<file path="src/rtwp_pkg.sv">
// Shared types, codes and the worker ranking function for the tiered worker pick.
package rtwp_pkg;

    localparam int WORKER_ID_BITS = 16;
    localparam int COUNTER_BITS   = 32;
    localparam int KEY_BITS       = 32;
    localparam int BYTES_BITS     = 48;
    localparam int COUNT_IN_BITS  = 16;
    localparam int LOAD_BITS      = COUNT_IN_BITS + 1;
    localparam int RANK_BITS      = 2;
    localparam int MODE_BITS      = 2;
    localparam int NUM_TIERS      = 3;

    localparam logic [MODE_BITS-1:0] MODE_HEADER   = 2'd0;
    localparam logic [MODE_BITS-1:0] MODE_SNAPSHOT = 2'd1;
    localparam logic [MODE_BITS-1:0] MODE_RESIDENT = 2'd2;

    localparam logic [RANK_BITS-1:0] RANK_RESIDENT = 2'd0;
    localparam logic [RANK_BITS-1:0] RANK_FIT      = 2'd1;
    localparam logic [RANK_BITS-1:0] RANK_EVICT    = 2'd2;
    localparam logic [RANK_BITS-1:0] RANK_NONE     = 2'd3;

    localparam logic STATUS_CHOSEN = 1'b0;
    localparam logic STATUS_NONE   = 1'b1;

    typedef struct packed {
        logic                      valid;
        logic [WORKER_ID_BITS-1:0] id;
        logic                      feasible;
        logic                      fits_free;
        logic                      resident;
        logic [LOAD_BITS-1:0]      load;
    } pend_t;

    typedef struct packed {
        logic                      valid;
        logic [WORKER_ID_BITS-1:0] worker;
        logic [RANK_BITS-1:0]      rank;
        logic [LOAD_BITS-1:0]      weight;
    } best_t;

    localparam pend_t PEND_CLEAR = '{
        valid:     1'b0,
        id:        '0,
        feasible:  1'b0,
        fits_free: 1'b0,
        resident:  1'b0,
        load:      '0
    };

    localparam best_t BEST_CLEAR = '{
        valid:  1'b0,
        worker: '0,
        rank:   RANK_NONE,
        weight: '1
    };

    function automatic best_t fold_worker(best_t b, pend_t p);
        best_t                r;
        logic [RANK_BITS-1:0] tier;
        logic                 better;
        r = b;
        tier = p.resident ? RANK_RESIDENT : (p.fits_free ? RANK_FIT : RANK_EVICT);
        better = !b.valid || (tier < b.rank)
            || ((tier == b.rank) && (p.load < b.weight))
            || ((tier == b.rank) && (p.load == b.weight) && (p.id < b.worker));
        if (p.valid && p.feasible && better)
        begin
            r.valid  = 1'b1;
            r.worker = p.id;
            r.rank   = tier;
            r.weight = p.load;
        end
        return r;
    endfunction

endpackage

</file>
<file path="src/residency_tiered_worker_pick.sv">
// Tiered least-loaded worker pick: input register, single-pass evaluation, result register.
//
// Takes one request item per cycle and, on an item marked last, presents the
// result in the result register once that item leaves the input register. Items without
// last never hold up the input; in_stall rises only when a last item waits in the input
// register while the result register is full and stalled. The rate is set by the one
// evaluation stage, which ranks the pending worker against the best one so far and
// updates the running choice as each item advances and the tier counters on each last one.
module residency_tiered_worker_pick (
    input  logic                                 clk,
    input  logic                                 rst_n,
    input  logic                                 in_valid,
    output logic                                 in_stall,
    input  logic [rtwp_pkg::MODE_BITS-1:0]       mode,
    input  logic [rtwp_pkg::KEY_BITS-1:0]        key_id,
    input  logic [rtwp_pkg::BYTES_BITS-1:0]      model_bytes,
    input  logic [rtwp_pkg::WORKER_ID_BITS-1:0]  worker_ident,
    input  logic                                 accepting,
    input  logic [rtwp_pkg::BYTES_BITS-1:0]      budget_bytes,
    input  logic [rtwp_pkg::BYTES_BITS-1:0]      used_bytes,
    input  logic [rtwp_pkg::COUNT_IN_BITS-1:0]   queued,
    input  logic [rtwp_pkg::COUNT_IN_BITS-1:0]   active,
    input  logic                                 last,
    output logic                                 out_valid,
    input  logic                                 out_stall,
    output logic                                 status,
    output logic [rtwp_pkg::WORKER_ID_BITS-1:0]  chosen_worker,
    output logic [rtwp_pkg::RANK_BITS-1:0]       chosen_tier,
    output logic [rtwp_pkg::COUNTER_BITS-1:0]    resident_picks,
    output logic [rtwp_pkg::COUNTER_BITS-1:0]    fit_picks,
    output logic [rtwp_pkg::COUNTER_BITS-1:0]    evict_picks
);
    import rtwp_pkg::*;

    // input register
    logic                      s1_valid_reg;
    logic                      s1_valid_next;
    logic [MODE_BITS-1:0]      s1_mode_reg;
    logic [KEY_BITS-1:0]       s1_key_reg;
    logic [BYTES_BITS-1:0]     s1_model_bytes_reg;
    logic [WORKER_ID_BITS-1:0] s1_ident_reg;
    logic                      s1_accepting_reg;
    logic [BYTES_BITS-1:0]     s1_budget_reg;
    logic [BYTES_BITS-1:0]     s1_free_reg;
    logic [LOAD_BITS-1:0]      s1_load_reg;
    logic                      s1_last_reg;

    // request state
    logic [KEY_BITS-1:0]       req_model_id_reg;
    logic [KEY_BITS-1:0]       req_model_id_next;
    logic [BYTES_BITS-1:0]     req_model_bytes_reg;
    logic [BYTES_BITS-1:0]     req_model_bytes_next;
    pend_t                     pend_reg;
    pend_t                     pend_next;
    best_t                     best_reg;
    best_t                     best_next;
    logic [COUNTER_BITS-1:0]   cnt_reg [NUM_TIERS];
    logic [COUNTER_BITS-1:0]   cnt_next [NUM_TIERS];

    // result register
    logic                      out_valid_reg;
    logic                      out_valid_next;
    logic                      status_reg;
    logic [WORKER_ID_BITS-1:0] chosen_worker_reg;
    logic [RANK_BITS-1:0]      chosen_tier_reg;
    logic [COUNTER_BITS-1:0]   resident_picks_reg;
    logic [COUNTER_BITS-1:0]   fit_picks_reg;
    logic [COUNTER_BITS-1:0]   evict_picks_reg;

    logic                      advance;
    logic                      take_in;
    logic [BYTES_BITS:0]       free_diff;
    logic [BYTES_BITS-1:0]     free_in;
    pend_t                     pend_fresh;
    pend_t                     pend_item;
    best_t                     best_item;
    best_t                     best_folded;
    best_t                     best_final;

    assign advance  = s1_valid_reg && (!s1_last_reg || !out_valid_reg || !out_stall);
    assign in_stall = s1_valid_reg && !advance;
    assign take_in  = in_valid && !in_stall;

    assign free_diff = {1'b0, budget_bytes} - {1'b0, used_bytes};
    assign free_in   = free_diff[BYTES_BITS] ? '0 : free_diff[BYTES_BITS-1:0];

    always_comb
    begin
        s1_valid_next = s1_valid_reg;
        if (!in_stall)
        begin
            s1_valid_next = in_valid;
        end
    end

    always_comb
    begin
        pend_fresh.valid     = 1'b1;
        pend_fresh.id        = s1_ident_reg;
        pend_fresh.feasible  = s1_accepting_reg && (req_model_bytes_reg <= s1_budget_reg);
        pend_fresh.fits_free = req_model_bytes_reg <= s1_free_reg;
        pend_fresh.resident  = 1'b0;
        pend_fresh.load      = s1_load_reg;
    end

    assign best_folded = fold_worker(best_reg, pend_reg);

    always_comb
    begin
        pend_item            = pend_reg;
        best_item            = best_reg;
        req_model_id_next    = req_model_id_reg;
        req_model_bytes_next = req_model_bytes_reg;
        unique case (s1_mode_reg)
            MODE_HEADER:
            begin
                pend_item            = PEND_CLEAR;
                best_item            = BEST_CLEAR;
                req_model_id_next    = s1_key_reg;
                req_model_bytes_next = s1_model_bytes_reg;
            end
            MODE_SNAPSHOT:
            begin
                best_item = best_folded;
                pend_item = pend_fresh;
            end
            MODE_RESIDENT:
            begin
                if (pend_reg.valid && (s1_key_reg == req_model_id_reg))
                begin
                    pend_item.resident = 1'b1;
                end
            end
            default:
            begin
                pend_item = pend_reg;
            end
        endcase
        if (!advance)
        begin
            req_model_id_next    = req_model_id_reg;
            req_model_bytes_next = req_model_bytes_reg;
        end
    end

    assign best_final = fold_worker(best_item, pend_item);

    always_comb
    begin
        pend_next = pend_reg;
        best_next = best_reg;
        for (int i = 0; i < NUM_TIERS; i++)
        begin
            cnt_next[i] = cnt_reg[i];
        end
        if (advance)
        begin
            pend_next = pend_item;
            best_next = best_item;
            if (s1_last_reg)
            begin
                pend_next = PEND_CLEAR;
                best_next = BEST_CLEAR;
                for (int i = 0; i < NUM_TIERS; i++)
                begin
                    if (best_final.valid && (best_final.rank == RANK_BITS'(i)))
                    begin
                        cnt_next[i] = cnt_reg[i] + COUNTER_BITS'(1);
                    end
                end
            end
        end
    end

    always_comb
    begin
        out_valid_next = out_valid_reg;
        if (out_valid_reg && !out_stall)
        begin
            out_valid_next = 1'b0;
        end
        if (advance && s1_last_reg)
        begin
            out_valid_next = 1'b1;
        end
    end

    always_ff @(posedge clk or negedge rst_n)
    begin
        if (!rst_n)
        begin
            s1_valid_reg        <= 1'b0;
            out_valid_reg       <= 1'b0;
            req_model_id_reg    <= '0;
            req_model_bytes_reg <= '0;
            pend_reg            <= PEND_CLEAR;
            best_reg            <= BEST_CLEAR;
            for (int i = 0; i < NUM_TIERS; i++)
            begin
                cnt_reg[i] <= '0;
            end
        end
        else
        begin
            s1_valid_reg        <= s1_valid_next;
            out_valid_reg       <= out_valid_next;
            req_model_id_reg    <= req_model_id_next;
            req_model_bytes_reg <= req_model_bytes_next;
            pend_reg            <= pend_next;
            best_reg            <= best_next;
            for (int i = 0; i < NUM_TIERS; i++)
            begin
                cnt_reg[i] <= cnt_next[i];
            end
        end
    end

    // hold the request payload
    always_ff @(posedge clk)
    begin
        if (take_in)
        begin
            s1_mode_reg        <= mode;
            s1_key_reg         <= key_id;
            s1_model_bytes_reg <= model_bytes;
            s1_ident_reg       <= worker_ident;
            s1_accepting_reg   <= accepting;
            s1_budget_reg      <= budget_bytes;
            s1_free_reg        <= free_in;
            s1_load_reg        <= LOAD_BITS'(queued) + LOAD_BITS'(active);
            s1_last_reg        <= last;
        end
    end

    always_ff @(posedge clk)
    begin
        if (advance && s1_last_reg)
        begin
            status_reg         <= best_final.valid ? STATUS_CHOSEN : STATUS_NONE;
            chosen_worker_reg  <= best_final.valid ? best_final.worker : '0;
            chosen_tier_reg    <= best_final.valid ? best_final.rank : RANK_RESIDENT;
            resident_picks_reg <= cnt_next[0];
            fit_picks_reg      <= cnt_next[1];
            evict_picks_reg    <= cnt_next[2];
        end
    end

    assign out_valid      = out_valid_reg;
    assign status         = status_reg;
    assign chosen_worker  = chosen_worker_reg;
    assign chosen_tier    = chosen_tier_reg;
    assign resident_picks = resident_picks_reg;
    assign fit_picks      = fit_picks_reg;
    assign evict_picks    = evict_picks_reg;

    a_none_is_zero: assert property (@(posedge clk) disable iff (!rst_n)
        (out_valid && (status == STATUS_NONE)) |-> ((chosen_worker == '0) && (chosen_tier == '0)))
        else $error("failed pick carries nonzero worker or tier");

    a_chosen_tier: assert property (@(posedge clk) disable iff (!rst_n)
        (out_valid && (status == STATUS_CHOSEN)) |-> (chosen_tier != RANK_NONE))
        else $error("chosen worker has no tier");

    a_best_rank: assert property (@(posedge clk) disable iff (!rst_n)
        best_reg.valid |-> (best_reg.rank != RANK_NONE))
        else $error("best choice without a tier");

    a_clear_after_last: assert property (@(posedge clk) disable iff (!rst_n)
        (advance && s1_last_reg) |=> (!pend_reg.valid && !best_reg.valid && out_valid_reg))
        else $error("request state not cleared after result");

endmodule

</file>
<file path="config.mk">
export PLATFORM = sky130hd
export DESIGN_NAME = residency_tiered_worker_pick
export DESIGN_NICKNAME = d
export VERILOG_FILES = /design/src/rtwp_pkg.sv /design/src/residency_tiered_worker_pick.sv
export SDC_FILE = /design/constraint.sdc
export NUM_CORES = 1
export LEC_CHECK = 0
export ABC_AREA = 0
export BUFFER_PORTS_ARGS = -buffer_cell sky130_fd_sc_hd__clkbuf_2
export CAP_MARGIN = 0
export CORE_UTILIZATION = 46
export CTS_CLUSTER_SIZE = 12
export DETAILED_ROUTE_END_ITERATION = 7
export GPL_TIMING_DRIVEN = 1
export HOLD_SLACK_MARGIN = 0.06
export PLACE_DENSITY = 0.65
export SLEW_MARGIN = 10
export SYNTH_ARGS = -nofsm -noshare
export SYNTH_HDL_FRONTEND = slang
export SYNTH_SLANG_ARGS = --single-unit
</file>
<file path="constraint.sdc">
create_clock -name clk -period 15.1 [get_ports clk]
set_input_delay 3.02 -clock clk [delete_from_list [all_inputs] [get_ports clk]]
set_output_delay 3.02 -clock clk [all_outputs]
set_load 0.01 [all_outputs]
</file>
==> run metrics <==
status=completed; drt first-iter violations=1225; gr ovfl total=0; Cell Pwr Density=121 nW/um^2; Switching Share=26.7%; maximum fanout along the worst path=36; most numerous cell in the Yosys netlist=edfxtp_1; post-route ant nets=0; Seq/Total Area, Yosys=55.9%; Top Ports=349; GPL Wtd Cong=0.867; Pre-antenna DRT Iters=5; vias in the first global route=20300; Startpoint Class=register; global-route wire length before repair=108000 um; largest family of logic cells by synthesized area=compound AO/OA/AOI/OAI gates; Vias=19900; Syn Area/Cell=11.9 um^2; effective utilization at floorplan=46.7%; Logic pwr share=14.9%; drt drc=0; post-CTS sizing=0; fmax=132 MHz; Flop pwr share=46.3%; Synth Area in Adders=10.1%; Async S/R FF share, synth=43.4%; Critical Path AT=7.99 ns; Post-CTS Setup Inserts=0; clock group share of total power=38.7%; Clock Skew=0.0188 ns; count of final setup violators=0; Global Route Usage Sum=21.5%; die width=253 um; final wirelength=68500 um; Synth cell types=82; XOR/XNOR Fraction of Synth Area=5.28%; initial antenna violation count=6; Routed wire per std cell=18.5 um; Yosys warning total=0; Die H=253 um; Yosys top cell area share=34.1%; WHS=0.463 ns; crit path capture type=register; Final Hold Vio Count=0; VDD IR-drop max=0.0992 mV; latest clock arrival within the worst-skew pair=0.61 ns; area delta synth->final=16.8%; TritonCTS Buffers=68; Reg area=16200 um^2; minimum clock period=7.56 ns; CTS tree=built; number of hold buffers added after CTS=0; Synth Area in Simple Gates=10.4%; fillers=5355; Sum Neg Setup Slack=0 ns; max cap viols=0; number of clock sinks=579; final worst-path cycle share=50.0%; hpwl dp=49200 um; post-synthesis mux area share=3.23%; synth top area cells=edfxtp_1 (34%), dfrtp_1 (20%), ha_1 (10%); Slew Viols, Final=0; max reg flops=96; EDFF count, synth=328; post-DR vias/cell=5.38; Post-Synthesis Cells=2430; RSZ-0062 raised after global routing=no; Slew headroom=24.4%; Post-Syn Area=28900 um^2; row count=91; Top FF cell, synth=edfxtp_1; P_sw=1090 uW; syn_nets=2895; Synth area leader=edfxtp_1; Post-synth top cells=edfxtp_1 (328), dfrtp_1 (232), ha_1 (231); Longest Clk Path Bufs=3; Core Region=61800 um^2; layout cells sized above 1=21.3%; synthesized flop and latch total=579; complex-gate fraction of the synthesized area=11.1%; Tightest Pin Transition=1.13 ns; Hold Crit Class=reg -> reg; Critical Path RT=15.53 ns; Leak=0.0150 uW; H-tree depth=3; Crit Path Category=reg -> reg; Clock transition at path regs=0.06 ns; Buffers on Ports=348; multi-input logic area=11600 um^2; Die Area=63800 um^2; largest net degree at the start of global routing=111; Root Buffer=clkbuf_16; Int Pwr=2990 uW; nets=3270
worst paths after layout:
check / start / to / slack (ns) / cells after the start
setup / recovery: pend_reg[18]$_DFFE_PN0P_ / fit_picks[20]$_DFFE_PP_ / 7.54 / 24
hold / removal: cnt_reg[31]$_DFF_PN0_ / cnt_reg[31]$_DFF_PN0_ / 0.46 / 1
setup reg to reg: pend_reg[18]$_DFFE_PN0P_ / fit_picks[20]$_DFFE_PP_ / 7.54 / 24
hold reg to reg: cnt_reg[31]$_DFF_PN0_ / cnt_reg[31]$_DFF_PN0_ / 0.46 / 1
max in group asynchronous: rst_n / req_model_id_reg[24]$_DFFE_PN0P_ / 10.97 / 2
min in group asynchronous: rst_n / cnt_reg[11]$_DFF_PN0_ / 2.49 / 1
stage by stage:
step	util [%]	total power [uW]	cells	setup slack [ns]	cell area, um^2
after CTS	54.6	4130	3696	7.56	33700
after floorplan	-	2320	2430	3.39	28900
after global placement	51.1	2510	3572	7.79	31600
after detailed placement	51.1	2530	3572	7.61	31600
final	54.6	4080	3697	7.54	33700
after global routing	54.6	4260	3697	7.04	33700
critical path: stages, from the launching register on:
cell and delay [ns]:
dfrtp_1 0.41, nor2b_1 0.21, inv_1 0.06, ha_1 0.27, nand2_1 0.08, or4_1 0.53, a211oi_2 0.22, o31a_2 0.24
o21ai_2 0.16, nor2_2 0.30, buf_4 0.39, nor2_1 0.08, a211oi_1 0.34, ha_1 0.21, nand4_1 0.15, nor3_1 0.46
o211ai_1 0.26, a211oi_1 0.30, nor3b_1 0.35, a221o_1 0.21, buf_4 0.36, a41oi_2 0.31, nor2_1 0.94, and4_1 0.32
xor2_1 0.19
layout make-up:
type	count	share of cell area, %
clock inverter	30	0.816
multi-input combinational	1558	34.4
sequential	579	47.9
tap	837	3.10
clock buffer	94	5.54
inverter	230	2.56
antenna	1	0.00742
timing repair buffer	368	5.64
layout by cell type (no fill, tap or decap), types with 46 or more instances in the layout:
master	n
a211oi_1	53
a21oi_1	85
a22oi_1	46
clkbuf_16	68
clkbuf_2	347
dfrtp_1	232
edfxtp_1	328
ha_1	231
inv_1	230
mux2_2	82
nand2_1	165
nand3_1	58
nand4_1	53
nor2_1	140
o21ai_0	88
xnor2_1	126
xor2_1	48
logic make-up (layout without fill, tap and decap cells):
| group | after synthesis | in the layout |
|---|---|---|
| buffers and inverters | 293 | 722 |
| adder cells (fa/ha/maj) | 233 | 233 |
| AND/OR/NAND/NOR | 598 | 598 |
| multiplexers | 83 | 83 |
| AO/OA/AOI/OAI | 470 | 470 |
| XOR/XNOR | 174 | 174 |
| other | 0 | 1 |
| flip-flops | 579 | 579 |
routing by layer:
layer / share of wire (%) / global-route usage (%)
met2: 50 / 37.2
met5: 0.098 / 0
met1: 42 / 27.1
met3: 4.9 / 3.89
met4: 2.9 / 7.26
power groups by stage:
stage,clock network [uW],registers [uW],logic [uW]
2_1_floorplan,0,1910,408
3_3_place_gp,0,1920,593
3_5_place_dp,0,1920,611
4_1_cts,1620,1890,616
5_1_grt,1680,1900,685
6_report,1580,1890,609
Note: power is estimated with default switching activity, not from simulation.
